`config.mk`:
```
export PLATFORM = sky130hd
export DESIGN_NAME = blla_front
export DESIGN_NICKNAME = d
export VERILOG_FILES = /design/src/rtl/core/blla_pkg.sv /design/src/rtl/core/blla_front.sv
export SDC_FILE = /design/constraint.sdc
export NUM_CORES = 1
export LEC_CHECK = 0
export BUFFER_PORTS_ARGS = -buffer_cell sky130_fd_sc_hd__clkbuf_2
export CAP_MARGIN = 20
export CORE_MARGIN = 1
export CORE_UTILIZATION = 24
export DETAILED_ROUTE_END_ITERATION = 16
export GPL_ROUTABILITY_DRIVEN = 0
export GPL_TIMING_DRIVEN = 0
export PLACE_DENSITY = 0.85
export SLEW_MARGIN = 5
export SYNTH_ARGS = -nofsm -noshare
export SYNTH_HDL_FRONTEND = slang
export SYNTH_SLANG_ARGS = --single-unit
```
`constraint.sdc`:
```
create_clock -name vclk -period 0.9
set_clock_uncertainty 0.2 [all_clocks]
set_input_delay 0.09 -clock vclk [all_inputs]
set_output_delay 0.09 -clock vclk [all_outputs]
set_load 0.02 [all_outputs]
```
`src/rtl/core/blla_pkg.sv`:
```
// Shared types and constants for the binary-lifting ancestor and LCA engine.
package blla_pkg;

    localparam int ID_W        = 10;
    localparam int KIND_W      = 2;
    localparam int IN_TDATA_W  = 32;
    localparam int IN_TUSER_W  = 2;
    localparam int OUT_TDATA_W = 16;
    localparam int OUT_TUSER_W = 1;

    localparam int QDEPTH = 4;
    localparam int QAW    = 2;

    localparam logic [ID_W-1:0] DEPTH_MAX = 10'h3FF;

    localparam logic [KIND_W-1:0] KIND_LOAD = 2'd0;
    localparam logic [KIND_W-1:0] KIND_ANC  = 2'd1;
    localparam logic [KIND_W-1:0] KIND_LCA  = 2'd2;

    typedef enum logic [1:0] {
        OP_LOAD,
        OP_ANC,
        OP_LCA,
        OP_NONE
    } t_op;

    typedef struct packed {
        t_op             op;
        logic [ID_W-1:0] a;
        logic [ID_W-1:0] b;
        logic [ID_W-1:0] k;
    } t_cmd;

endpackage

```
`src/rtl/core/blla_front.sv`:
```
// Request intake: range checks and sorting of requests into engine commands.
module blla_front #(
    parameter int NODES = 1024
) (
    input  logic                         i_valid,
    input  logic [blla_pkg::KIND_W-1:0]  i_kind,
    input  logic [blla_pkg::ID_W-1:0]    i_a,
    input  logic [blla_pkg::ID_W-1:0]    i_b,
    input  logic [blla_pkg::ID_W-1:0]    i_k,
    input  logic                         i_full,
    output logic                         o_ready,
    output logic                         o_push,
    output blla_pkg::t_cmd               o_cmd
);
    import blla_pkg::*;

    logic keep;
    logic a_ok;
    logic b_ok;

    assign a_ok = (32'(i_a) < NODES);
    assign b_ok = (32'(i_b) < NODES);

    always_comb begin
        keep     = 1'b0;
        o_cmd.op = OP_NONE;
        o_cmd.a  = i_a;
        o_cmd.b  = i_b;
        o_cmd.k  = i_k;
        unique case (i_kind)
            KIND_LOAD: begin
                // drop loads of the sentinel and of ids out of range
                if (i_a != '0 && a_ok && b_ok) begin
                    keep     = 1'b1;
                    o_cmd.op = OP_LOAD;
                end
            end
            KIND_ANC: begin
                keep     = 1'b1;
                o_cmd.op = a_ok ? OP_ANC : OP_NONE;
            end
            KIND_LCA: begin
                keep     = 1'b1;
                o_cmd.op = (a_ok && b_ok) ? OP_LCA : OP_NONE;
            end
            default: keep = 1'b0;
        endcase
    end

    assign o_ready = !i_full;
    assign o_push  = i_valid && !i_full && keep;

endmodule

```
Word level (Yosys, flattened, before mapping). Cells that the tools add are included.

Bits in registers: 0. Input port bits: 34. Output and inout port bits: 34.

Equality and inequality tests: 2. Mux-type cells: 4. Reduce and logical (&&, ||, !) cells: 6.

Operators by type and width (number): $reduce_bool 10->1 (1); $pmux 2 s3 (1); $eq 2x1->1 const B (1); $eq 2x2->1 const B (1); $logic_and 1x1->1 (2); $logic_not 2->1 (1); $mux 2 (1); $pmux 1 s2 (1); $reduce_or 2->1 (1); $logic_not 1->1 (1); $mux 1 (1).

Depth between registers and ports, before layout. Gate-level depths: netlist of the first run.

Depth after elaboration: 4. Mapped depth: 5.

Worst setup path after synthesis of the first run. No wires, ideal clock.

Path type: in2out. Start point: input port i_a[7] (netlist bit). End point: output port o_cmd[30] (netlist bit). Data arrival time: 0.856 ns. Data required time: 0.610 ns. Slack: -0.246 ns. Stages on the path: 3. Path buffers: 0. Path through: nor4_2 nand4_1 o21ai_1.

RTL lines: start: declaration (line blla_front.sv:7) `input logic [blla_pkg::ID_W-1:0] i_a,`; end: declaration (line blla_front.sv:13) `output blla_pkg::t_cmd o_cmd`.

==> metrics.md, run 1 <==
| Metric | Value |
|---|---|
| Status | `complete, but fails checks` |
| Failing checks | `setup timing` |
| Die H | `39.7 um` |
| Hold WS | `0.203 ns` |
| Gr ovfl total | `0` |
| Crit path time final | `1.32 ns` |
| Leading cell types by total area after synthesis | `buf_4 (66%), ha_1 (7.4%), nor4_2 (7.4%), inv_1 (4.4%), a21oi_1 (2.9%)` |
| Worst slew pin tran | `0.237 ns` |
| DRC | `0` |
| Area leader, netlist | `buf_4` |
| PD cells | `581 nW/um^2` |
| Cells after Synth | `47` |
| Final worst slack | `-0.424 ns` |
| Critical path startpoint category | `input port` |
| Top cell type's share of synthesized area | `0.662` |
| Final Hold Vio Count | `0` |
| Ant diodes | `0` |
| FMAX | `0.755 GHz` |
| Crit path kind | `in -> out` |
| CP Data Arrival Time | `1.03 ns` |
| Final antenna-violating net count | `0` |
| Maximum capacitance violations | `0` |
| GRT Util Overall | `0.0970` |
| Util after Layout | `0.519` |
| Highest routed metal layer | `met3` |
| Syn Nets | `83` |
| Met3 wire len | `50 um` |
| VDD IR max | `254 uV` |
| Tcrit/Tclk final | `1.47` |
| Warnings, synthesis | `0` |
| Worst Hold Class | `in -> out` |
| Top cells by count, synth | `buf_4 (30), inv_1 (4)` |
| Hpwl dp | `838 um` |
| Sequential Area | `0 um^2` |
| Layout cells sized above 1 | `0.896` |
| Clock buffer count | `0` |
| Setup crit end kind | `output pin` |
| Largest net degree at the start of global routing | `5` |
| Setup TNS after final layout | `-1.21 ns` |
| Count leader, synth | `buf_4` |
| # IOs | `68` |
| DR vias/cell | `3.95` |
| Die width | `39.7 um` |
| Post-route cell area | `683 um^2` |
| Via Count | `438` |
| Seq/Total Area, Yosys | `0` |
| Required @ worst endpoint | `0.61 ns` |
| Core ar. | `1320 um^2` |
| First-pass GRT wire length | `1.10 mm` |
| First drt pass iteration count | `1` |
| Final Max Slew Viols | `0` |
| Met2 WL post-DR | `621 um` |
| Syn-to-layout area delta | `101%` |
| Distinct cell type count of the synthesized netlist | `10` |
| Initial antenna violation count | `0` |
| Port Buffer Count | `48` |
| Initial Utilization | `0.258` |
| WL final | `961 um` |
| Slew Limit Headroom | `0.841` |
| Final Setup Violations | `3` |
| RSZ-0062 raised after global routing | `yes` |
| Pre-CTS setup slack | `-0.413 ns` |
| Mapped cell area | `340 um^2` |
| CP Max Fanout | `2` |
| Syn Area/Cell | `7.24 um^2` |
| Total power | `397 uW` |
| Vias in the first global route | `286` |
| Placed insts | `110` |
| Non-Filler Instances | `111` |
| Fillers | `137` |
| Initial drt markers | `0` |
| Routed wire per std cell | `8.66 um` |
| Fin nets | `134` |
| Routed length on met1 | `290 um` |
| Seq Cell Count | `0` |
| Static leakage | `0.426 nW` |
| Post-DP Area | `624 um^2` |
| Die area | `1570 um^2` |
| Row cnt | `13` |
[timing repair]
item	4_1_cts	5_1_grt
cloned	0	0
pin swaps	3	4
endpoints found under the setup margin	3	3
setup buffers	0	1
hold endpoints to repair	0	0
hold buffers	0	0
gates resized for setup	7	10
[cell usage in the layout (no fill, tap or decap), types with 2 or more instances in the layout]
cell	synthesis	routed
clkbuf_8	0	3
buf_6	0	2
o21ai_2	0	2
buf_4	30	31
nor2_1	2	2
a21oi_1	2	2
inv_1	4	2
nor4_4	0	2
inv_2	0	2
clkbuf_2	0	42
[critical path, cell delays in order]
cell,delay [ns]
buf_6,0.10
nor4_4,0.29
nand4_1,0.20
o21ai_2,0.18
clkbuf_8,0.17
[area by class of cell]
| class | count | area, um^2 | area share |
|---|---|---|---|
| buffer | 30 | 225 | 0.330 |
| tap | 15 | 18.8 | 0.0275 |
| inverter | 4 | 15.0 | 0.0220 |
| timing repair buffer | 49 | 297 | 0.434 |
| multi-input combinational | 13 | 128 | 0.187 |
[routing by layer]
| metal | global-route usage | vias up |
|---|---|---|
| met3 | 0 | 0 |
| met2 | 0.205 | 22 |
| met1 | 0.110 | 195 |
| met5 | 0 | - |
| li1 | - | 221 |
| met4 | 0 | 0 |
[power by group]
group | switching, mW | total (mW) | internal, mW | leakage [nW]
combinational | 0.198 | 0.397 | 0.199 | 0.426
sequential | 0 | 0 | 0 | 0
clock | 0 | 0 | 0 | 0
[final timing paths]
kind	start	end	slack (ns)	cells after the start
max	i_a[7]	o_cmd[31]	-0.42	5
min	i_b[7]	o_cmd[17]	0.20	2
[kinds of logic (layout without fill, tap and decap cells)]
family	after synthesis	in the layout	share of synthesized area
compound gates	6	6	0.107
fa+ha+maj	2	2	0.0735
buf+inv	34	83	0.706
simple gates	5	5	0.114
Note: power is estimated with default switching activity, not from simulation.
==> run 2: changes to the inputs <==
CELL_PAD_IN_SITES_DETAIL_PLACEMENT = 0   (was not set)
CELL_PAD_IN_SITES_GLOBAL_PLACEMENT = 2   (was not set)
CORE_UTILIZATION = 10   (was 24)
PLACE_DENSITY = 0.94   (was 0.85)
==> metrics.md, run 2 (synthesized netlist as in run 1, its figures left out) <==
| Metric | Value |
|---|---|
| Status | `complete, but fails checks` |
| Failing checks | `setup timing` |
| Internal | `192 uW` |
| Combinational fraction of design power | `1.000` |
| Crit path time final | `1.32 ns` |
| Port Buffer Count | `48` |
| CP Data Arrival Time | `1.03 ns` |
| Worst slew pin tran | `0.246 ns` |
| Via Count | `425` |
| Critical path startpoint category | `input port` |
| Syn-to-layout area delta | `106%` |
| DRC | `0` |
| Hold_buf cts | `0` |
| Post-CTS Setup Repair Bufs | `0` |
| Commonest non-fill, non-tap cell in the layout | `clkbuf_2` |
| Seq pwr share | `0` |
| Seq Cell Count | `0` |
| Final Hold Vio Count | `0` |
| Util after Layout | `0.224` |
| Initial Utilization | `0.109` |
| Final Max Slew Viols | `0` |
| Slew Limit Headroom | `0.835` |
| Die width | `60.3 um` |
| Hold WS | `0.204 ns` |
| Initial antenna violation count | `0` |
| Core ar. | `3130 um^2` |
| RSZ-0062 raised after global routing | `yes` |
| GRT Util Overall | `0.0464` |
| Final Setup Violations | `3` |
| Gr ovfl total | `0` |
| # IOs | `68` |
| Die area | `3640 um^2` |
| Vias in the first global route | `332` |
| Crit path kind | `in -> out` |
| Total power | `388 uW` |
| Routed wire per std cell | `7.12 um` |
| Sequential Area | `0 um^2` |
| Post-DP Area | `661 um^2` |
| Initial drt markers | `0` |
| Hpwl dp | `919 um` |
| Largest net degree at the start of global routing | `5` |
| Maximum capacitance violations | `0` |
| Tcrit/Tclk final | `1.46` |
| Clock buffer count | `0` |
| Layout cells sized above 1 | `0.863` |
| Non-Filler Instances | `139` |
| Worst Hold Class | `in -> out` |
| Fin nets | `133` |
| First-pass GRT wire length | `1.37 mm` |
| Most frequent cells in the layout | `clkbuf_2 (42), buf_4 (30), inv_1 (4)` |
| Clk pwr share | `0` |
| Final worst slack | `-0.416 ns` |
| PD cells | `553 nW/um^2` |
| FMAX | `0.760 GHz` |
| Post-route cell area | `701 um^2` |
| Static leakage | `0.423 nW` |
| Row cnt | `20` |
| Ant diodes | `0` |
| NetSw | `195 uW` |
| Die H | `60.3 um` |
| Sw frac | `0.504` |
| WL final | `990 um` |
| VDD IR max | `206 uV` |
| CP Max Fanout | `2` |
| First drt pass iteration count | `1` |
| Placed insts | `139` |
| DR vias/cell | `3.06` |
| Final antenna-violating net count | `0` |
| Setup crit end kind | `output pin` |
| Required @ worst endpoint | `0.61 ns` |
## run 2: power groups by stage
stage	combinational, mW	sequential (mW)	clock [mW]
2_1_floorplan	0.242	0	0
3_3_place_gp	0.366	0	0
3_5_place_dp	0.368	0	0
4_1_cts	0.381	0	0
5_1_grt	0.414	0	0
6_report	0.388	0	0
## run 2: layout make-up
class | instances | area, um^2
buffer | 30 | 225
fill | 353 | 2430
inverter | 4 | 15.0
multi-input combinational | 13 | 125
tap | 44 | 55.1
timing repair buffer | 48 | 280
## run 2: final timing paths
path / start / endpoint / slack (ns) / cells past startpoint
min: i_b[1] / o_cmd[11] / 0.20 / 2
max: i_a[8] / o_cmd[31] / -0.42 / 5
## run 2: worst max-delay path, cell delays in order
cell      delay (ns)
buf_8           0.10
nor4_4          0.30
nand4_1         0.20
o21ai_2         0.18
clkbuf_8        0.16
## run 2: timing repair
action                     CTS  global route
setup endpoints to repair    3             3
gates resized for setup      4            11
pin swaps                    0             4
## run 2: per-stage QoR
stage / TNS [ns] / setup WS [ns]
2_1_floorplan: -0.471 / -0.165
3_3_place_gp: -1.29 / -0.440
3_5_place_dp: -1.30 / -0.444
4_1_cts: -1.29 / -0.435
5_1_grt: -1.38 / -0.487
6_report: -1.20 / -0.416
## run 2: routing by layer
layer,GRT usage,up-vias,part of all wire
met5,0,-,0
met4,0,0,0
met3,0.00426,0,0.063
met2,0.0958,20,0.63
met1,0.0536,187,0.31
li1,-,218,-
