--- src/rtl/core/blla_pkg.sv ---
// Shared types and constants for the binary-lifting ancestor and LCA engine.
package blla_pkg;

    localparam int ID_W        = 10;
    localparam int KIND_W      = 2;
    localparam int IN_TDATA_W  = 32;
    localparam int IN_TUSER_W  = 2;
    localparam int OUT_TDATA_W = 16;
    localparam int OUT_TUSER_W = 1;

    localparam int QDEPTH = 4;
    localparam int QAW    = 2;

    localparam logic [ID_W-1:0] DEPTH_MAX = 10'h3FF;

    localparam logic [KIND_W-1:0] KIND_LOAD = 2'd0;
    localparam logic [KIND_W-1:0] KIND_ANC  = 2'd1;
    localparam logic [KIND_W-1:0] KIND_LCA  = 2'd2;

    typedef enum logic [1:0] {
        OP_LOAD,
        OP_ANC,
        OP_LCA,
        OP_NONE
    } t_op;

    typedef struct packed {
        t_op             op;
        logic [ID_W-1:0] a;
        logic [ID_W-1:0] b;
        logic [ID_W-1:0] k;
    } t_cmd;

endpackage

--- src/rtl/core/blla_queue.sv ---
// Short command queue between the intake and the engine.
module blla_queue (
    input  logic           i_clk,
    input  logic           i_rst_n,
    input  logic           i_push,
    input  blla_pkg::t_cmd i_cmd,
    input  logic           i_pop,
    output blla_pkg::t_cmd o_cmd,
    output logic           o_full,
    output logic           o_empty
);
    import blla_pkg::*;

    t_cmd             r_mem [QDEPTH];
    logic [QAW-1:0]   r_wp;
    logic [QAW-1:0]   r_rp;
    logic [QAW:0]     r_cnt;
    logic [QAW-1:0]   n_wp;
    logic [QAW-1:0]   n_rp;
    logic [QAW:0]     n_cnt;

    assign o_full  = (r_cnt == (QAW+1)'(QDEPTH));
    assign o_empty = (r_cnt == '0);
    assign o_cmd   = r_mem[r_rp];

    always_comb begin
        n_wp  = i_push ? r_wp + 1'b1 : r_wp;
        n_rp  = i_pop  ? r_rp + 1'b1 : r_rp;
        n_cnt = r_cnt;
        if (i_push && !i_pop) begin
            n_cnt = r_cnt + 1'b1;
        end else if (!i_push && i_pop) begin
            n_cnt = r_cnt - 1'b1;
        end
    end

    always_ff @(posedge i_clk) begin
        if (i_push) begin
            r_mem[r_wp] <= i_cmd;
        end
    end

    always_ff @(posedge i_clk) begin
        if (!i_rst_n) begin
            r_wp  <= '0;
            r_rp  <= '0;
            r_cnt <= '0;
        end else begin
            r_wp  <= n_wp;
            r_rp  <= n_rp;
            r_cnt <= n_cnt;
        end
    end

endmodule

--- config.mk ---
export PLATFORM = sky130hd
export DESIGN_NAME = blla_queue
export DESIGN_NICKNAME = d
export VERILOG_FILES = /design/src/rtl/core/blla_pkg.sv /design/src/rtl/core/blla_queue.sv
export SDC_FILE = /design/constraint.sdc
export NUM_CORES = 1
export LEC_CHECK = 0
export ABC_AREA = 1
export BUFFER_PORTS_ARGS = -buffer_cell sky130_fd_sc_hd__buf_4
export CORE_MARGIN = 4
export CORE_UTILIZATION = 35
export DETAILED_ROUTE_END_ITERATION = 8
export GPL_TIMING_DRIVEN = 0
export HOLD_SLACK_MARGIN = 0.15
export PLACE_DENSITY_LB_ADDON = 0.05
export REMOVE_ABC_BUFFERS = 1
export SLEW_MARGIN = 40
export SYNTH_ARGS = -nofsm -noshare
export SYNTH_HDL_FRONTEND = slang
export SYNTH_SLANG_ARGS = --single-unit
--- constraint.sdc ---
create_clock -name i_clk -period 1.7 [get_ports i_clk]
set_input_delay 0.17 -clock i_clk [delete_from_list [all_inputs] [get_ports i_clk]]
set_output_delay 0.17 -clock i_clk [all_outputs]
set_load 0.01 [all_outputs]
### After elaboration in Yosys (flattened, before gate mapping)

Memory sizes are Yosys's and may differ from the RTL's. A register that Yosys moved wholly into a read port is not among the register bits.
Cells that the tools add are included.

| word-level totals | value |
|---|---|
| register bits after elaboration | 7 |
| latch bits | 0 |
| bits in writable memories | 128 |
| ROM bits | 0 |
| input bits | 36 |
| word-level logic and storage cells | 21 |
| memories | 1 |

Memories:

| name | words | bits a word | read ports | clocked after memory_dff | wr ports | line | RTL |
|---|---|---|---|---|---|---|---|
| r_mem | 4 | 32 | 1 | 1 | 1 | blla_queue.sv:14 | `t_cmd r_mem [QDEPTH];` |

| cells by class | value |
|---|---|
| add/subtract/negate cells | 4 |
| multiply operators | 0 |
| divide/modulo/power cells | 0 |
| order comparisons | 0 |
| equality and inequality tests | 1 |
| shift-type cells | 0 |
| multiplexer cells | 6 |
| bitwise operators | 0 |
| reduce and logical (&&, ||, !) cells | 6 |

Operators by type and width:

| operator | count |
|---|---|
| $mux 3 | 2 |
| $add 2x1->2 const B | 2 |
| $mux 2 | 2 |
| $add 3x1->3 const B | 1 |
| $eq 3x3->1 const B | 1 |
| $logic_not 3->1 | 1 |
| $sub 3x1->3 const B | 1 |
| $logic_and 1x1->1 | 2 |
| $logic_not 1->1 | 2 |
| $mux 1 | 2 |
| $reduce_bool 2->1 | 1 |

### Logic depth before layout (Yosys ltp)

Gate-level depths: netlist (run 1).

| depth | value |
|---|---|
| word-level depth | 4 |
| mapped depth | 10 |
| mapped depth without buffers | 10 |

### Worst setup path after synthesis (run 1)

Ideal clock, no wire load.

| path | value |
|---|---|
| path kind | register to register |
| from | register r_wp[0] |
| to | memory r_mem[2][0] (netlist bit), enable pin |
| arrival | 1.222 ns |
| required time | 1.313 ns |
| setup slack | 0.091 ns |
| stages on the path, launching flop included | 5 |
| buffers on the path | 0 |
| cells stage by stage | dfxtp_1 > inv_1 > ha_1 > nand2_1 > inv_1 |

RTL lines:

| what | line | RTL |
|---|---|---|
| from (decl) | blla_queue.sv:15 | `logic [QAW-1:0] r_wp;` |
| from (signal assigned) | blla_queue.sv:49 | `r_wp <= n_wp;` |
| to (decl) | blla_queue.sv:14 |  |

Straight into the memory's write port.

==> results_dict.tcl, run 1 <==
set metrics [dict create \
    clock.fmax_mhz 580 \
    layout_commonest_cell "edfxtp_1" \
    finalPower_mw 8.16 \
    clkTransAtPathRegs_ns 0.05 \
    rsz0062_at_grt "yes" \
    cp-start-kind "flip-flop" \
    slew_headroom_pct 64.8 \
    drtIter0Drc 132 \
    synth.avg_cell_area_um2 14.2 \
    endpoint_kind "primary output" \
    layout_setup_ws_ns -0.0240 \
    status "complete, but fails checks" \
    worst_path_max_delay_cell "dfxtp_4" \
    crit_required_ns 1.53 \
    drive_gt1_share_pct 34.4 \
    syn-cell-area_mm2 0.00522 \
    crit_type "reg2out" \
    antenna_found_initial 0 \
    synth_seq_cells 137 \
    p_leak_nw 2.65 \
    grt_overflow 0 \
    arrival_ns 1.55 \
    grt_pass1_vias 3250 \
    num-nets-final 535 \
    via_per_inst 4.84 \
    fp.coreArea_mm2 0.0146 \
    synth_cell_types 20 \
    cts_buffers 17 \
    final_cell_mix "edfxtp_1 (128), buf_4 (76), nor2_1 (55)" \
    fp-row-count 44 \
    fin_cells 687 \
    hold_path_class "reg2reg" \
    drv_cap 0 \
    post_dp_cell_area_mm2 0.00585 \
    postLayoutCoreUtil_pct 49.8 \
    pre_cts_slack_ns -0.339 \
    diodes 0 \
    h-tree-depth 4 \
    grt_usage_pct 15.4 \
    cp_max_fo 16 \
    grt_pass1_wl_mm 18.7 \
    slew_violations 0 \
    route.detailed.drc 0 \
    place_congestion 0.703 \
    area_delta_synth_final_pct 39.3 \
    p_per_area_mw_per_mm2 1120 \
    post_drt_wl_per_cell_um 19.0 \
    grt_max_degree 33 \
    dieWidth_um 130 \
    yosysSeqAreaShare_pct 77.1 \
    clockRootBuffer "clkbuf_16" \
    die_y_um 130 \
    fin_crit_sh_pct 101 \
    period_needed_ns 1.72 \
    cp_slowest_stage_delay_ns 0.45 \
    insertion_delay_ns 0.42 \
    synth_warnings 0 \
    setup_viol_count_final 5 \
    clockBufferDepth 2 \
    fin_worst_skew_ns 0.0142 \
    die_area_mm2 0.0169 \
    ios 70 \
    violations "setup timing" \
    final_area_mm2 0.00727 \
    synthCells 367 \
    start_util_pct 35.8 \
    path_cells "buf_16 > inv_12 > o21ai_2 > o22ai_2 > buf_4" \
    io_buffers 69 \
    dp_cells 602 \
    dr_total_vias 3324 \
    hold_viol 0 \
    totalWireLength_mm 13.0 \
    firstDrtPassIters 4 \
    cts_tree "yes" \
    clkSinkCount 137 \
    ant_nets 0 \
    ir_drop_v 0.000656 \
    worstMarginPinSlew_ns 0.527 \
    place_hpwl_mm 5.69 \
]
stage by stage:
step | hold slack, ns | setup TNS [ns]
after floorplan | 0.269 | -10.72
after global placement | 0.372 | -117.02
after detailed placement | 0.373 | -9.36
after CTS | 0.432 | -0.290
after global routing | 0.451 | -1.83
final | 0.432 | -0.0500
what timing repair did:
action                                  CTS  global route
gates resized for setup                  44            57
hold buffers                             35             0
endpoints found under the setup margin   32            32
gates cloned                              6             4
hold endpoints to repair                137             0
buffers inserted                         11             2
pin swaps                                 8            16
state kept, by name (all words and copies together) (netlist names), named ones only:
name	count
r_mem	128
r_rp	2
r_cnt	3
r_wp	2
logic make-up (layout without fill, tap and decap cells):
group | count (synthesis) | after routing | share of synthesized area [%]
buffers and inverters | 36 | 172 | 4.39
adders and majority gates | 6 | 6 | 1.58
AOI/OAI and AO/OA | 106 | 106 | 10.9
DFF | 137 | 137 | 77.1
and+or+nand+nor | 82 | 82 | 6.02
final cells by class:
| type | instances | area [um^2] |
|---|---|---|
| clock buffers | 22 | 444 |
| repair inverters | 4 | 82.6 |
| fillers | 1295 | 7320 |
| repair buffers | 122 | 1150 |
| clock inverters | 7 | 55.1 |
| well taps | 184 | 230 |
| flip-flops and latches | 137 | 4030 |
| inverters | 17 | 97.6 |
| multi-input cells | 194 | 1180 |
per-layer routing:
| layer | vias to the layer above | GRT usage (%) | share of wire [%] |
|---|---|---|---|
| li1 | 1614 | - | - |
| met1 | 1631 | 18.6 | 45 |
| met2 | 68 | 26.4 | 50 |
| met3 | 11 | 3.85 | 4.6 |
| met4 | 0 | 5.93 | 1.1 |
| met5 | - | 0 | 0 |
critical path, delay by kind of cell (launching register included):
| family | cells | cell delay, ns |
|---|---|---|
| compound gates | 2 | 0.23 |
| flops | 1 | 0.45 |
| buf+inv | 3 | 0.45 |
cells in the mapped netlist:
cell	n	area [um^2]
inv_2	1	3.75
a21oi_1	4	20.0
inv_1	15	56.3
edfxtp_1	128	3840
o21ai_0	42	210
nor2_1	69	259
nand3_1	1	5.00
buf_2	6	30.0
o22ai_1	32	200
nor3_1	2	10.0
inv_8	1	11.3
clkbuf_1	1	3.75
o21ai_1	28	140
fa_1	1	20.0
ha_1	5	62.6
nand4_1	1	6.26
nand2_1	9	33.8
dfxtp_1	9	180
buf_6	9	101
buf_4	3	22.5
path summary, 6_finish.rpt:
path	slack, ns	cells after the start	from	end
worst min register to register	0.43	1	r_rp[1]$_SDFFE_PN0P_	flip-flop
worst min-delay path	0.43	1	r_rp[1]$_SDFFE_PN0P_	flip-flop
worst max-delay path	-0.02	5	flip-flop	o_cmd[14]
worst max register to register	0.22	4	r_wp[0]$_SDFFE_PN0P_	r_mem[2][7]$_DFFE_PP_
where the power goes:
group          total, mW  internal, mW  switching, mW
sequential          3.91          3.85         0.0610
clock               3.18          1.95           1.23
combinational       1.06         0.485          0.579
Note: power is estimated with default switching activity, not from simulation.
==> run 2: changes to the inputs <==
- RECOVER_POWER: default -> 25
==> results_dict.tcl, run 2 (synthesis results as in run 1) <==
set metrics [dict create \
    status "complete, but fails checks" \
    violations "setup timing" \
    min_from "r_rp[1]$_SDFFE_PN0P_" \
    slew_headroom_pct 64.7 \
    layout_setup_ws_ns -0.0105 \
    setup_viol_count_final 3 \
    hold_path_class "reg2reg" \
    largest_register_ff_count 128 \
    layout_commonest_cell "edfxtp_1" \
    clock.fmax_mhz 585 \
    hold_slack_ns 0.430 \
    cts_tree "yes" \
    crit_type "reg2out" \
    place_hpwl_mm 5.69 \
    fp.coreArea_mm2 0.0146 \
    insertion_delay_ns 0.41 \
    cp-start-kind "flip-flop" \
    die_y_um 130 \
    grt_pass1_vias 3250 \
    use_met1_pct 18.6 \
    worstMarginPinSlew_ns 0.529 \
    cp_max_fo 16 \
    ir_drop_v 0.000650 \
    reg_top3 "r_mem x128, r_cnt x3" \
    fp-row-count 44 \
    grt.busiest_layer "met2" \
    seqCellArea_mm2 0.00403 \
    antenna_found_initial 0 \
    route.detailed.drc 0 \
    clkTransAtPathRegs_ns 0.05 \
    start_util_pct 35.8 \
    drive_gt1_share_pct 30.8 \
    whs_path_depth 1 \
    r2r_end "r_mem[0][7]$_DFFE_PP_" \
    grt_overflow 0 \
    period_needed_ns 1.71 \
    via_per_inst 4.87 \
    clkSinkCount 137 \
    num-nets-final 535 \
    crit_required_ns 1.53 \
    firstDrtPassIters 4 \
    hold_viol 0 \
    fin_cells 687 \
    p_leak_nw 2.58 \
    endpoint_kind "primary output" \
    use_met3_pct 3.85 \
    r2r_cells 4 \
    cts_buffers 17 \
    regMostFlops "r_mem" \
    grt_max_degree 33 \
    drtIter0Drc 131 \
    grt_usage_pct 15.4 \
    worst_path_max_delay_cell "dfxtp_4" \
    post_dp_cell_area_mm2 0.00585 \
    die_area_mm2 0.0169 \
    cp_slowest_stage_delay_ns 0.45 \
    place_congestion 0.703 \
    post_drt_wl_per_cell_um 18.9 \
    rsz0062_at_grt "yes" \
    dieWidth_um 130 \
    pre_cts_slack_ns -0.339 \
    drv_cap 0 \
    final_area_mm2 0.00720 \
    ios 70 \
    arrival_ns 1.54 \
    clockRootBuffer "clkbuf_16" \
    ant_nets 0 \
    postLayoutCoreUtil_pct 49.4 \
    grt_pass1_wl_mm 18.7 \
    dp_cells 602 \
    p_per_area_mw_per_mm2 1130 \
    totalWireLength_mm 13.0 \
    path_cells "buf_16 > inv_16 > o21ai_4 > o22ai_2 > buf_4" \
    r2r_start "r_wp[0]$_SDFFE_PN0P_" \
    clockBufferDepth 2 \
    nFillCells 1314 \
    fin_worst_skew_ns 0.00688 \
    diodes 0 \
    regToRegSetupSlack_ns 0.23 \
    h-tree-depth 4 \
    grt_use_met2_pct 26.4 \
    final_cell_mix "edfxtp_1 (128), buf_4 (58), nor2_1 (55)" \
    io_buffers 69 \
    slew_violations 0 \
    area_delta_synth_final_pct 38.0 \
    multi_input_area_mm2 0.00118 \
    fin_crit_sh_pct 101 \
    dr_total_vias 3344 \
]
-- run 2: changes by cell type in the layout (fill, tap and decap cells not counted), sizes merged --
cell and change:
buf -18, clkbuf +18
-- run 2: power breakdown --
group / switching, mW / internal, mW / total (mW)
logic: 0.580 / 0.467 / 1.05
registers: 0.0609 / 3.85 / 3.91
clock network: 1.22 / 1.96 / 3.17
total: 1.86 / 6.27 / 8.13
-- run 2: metal layers --
metal  vias up  wire length (um)
li1       1612                 -
met4         0               155
met2        81              6510
met1      1638              5700
met3        13               597
met5         -                 0
-- run 2: metrics by stage --
step                      TNS, ns  total power [mW]
final                     -0.0253              8.13
after global routing        -1.83              8.48
after CTS                  -0.290              8.18
after detailed placement    -9.36              4.75
after global placement    -117.02              4.73
after floorplan            -10.72              4.32
-- run 2: final cells by class --
type | count | share of cell area [%]
clock buffers | 22 | 6.17
clock inverters | 7 | 0.764
inverters | 17 | 1.35
multi-input cells | 194 | 16.4
flip-flops and latches | 137 | 56.0
well taps | 184 | 3.20
repair buffers | 122 | 15.0
repair inverters | 4 | 1.15
-- run 2: worst max-delay path, delay by kind of cell (launching register included) --
family | cells | cell delay [ns]
flops | 1 | 0.45
buf+inv | 3 | 0.44
compound gates | 2 | 0.22
-- run 2: repair_timing --
| item | 4_1_cts | 5_1_grt |
|---|---|---|
| cloned | 6 | 4 |
| pin swaps | 8 | 16 |
| setup endpoints to repair | 32 | 32 |
| setup buffers | 11 | 2 |
| endpoints found under the hold margin | 137 | 0 |
| hold buffers | 35 | 0 |
| gates resized for setup | 44 | 57 |
-- run 2: worst max-delay path by stage --
stage	start	end	slack (ns)	cells past startpoint
floorplan	flip-flop	o_cmd[18]	-0.37	3
finish	flip-flop	o_cmd[0]	-0.01	5
global placement	flip-flop	o_cmd[18]	-1.71	4
CTS	flip-flop	o_cmd[11]	-0.03	5
detailed placement	flip-flop	o_cmd[0]	-0.34	4
global route	flip-flop	o_cmd[1]	-0.08	5
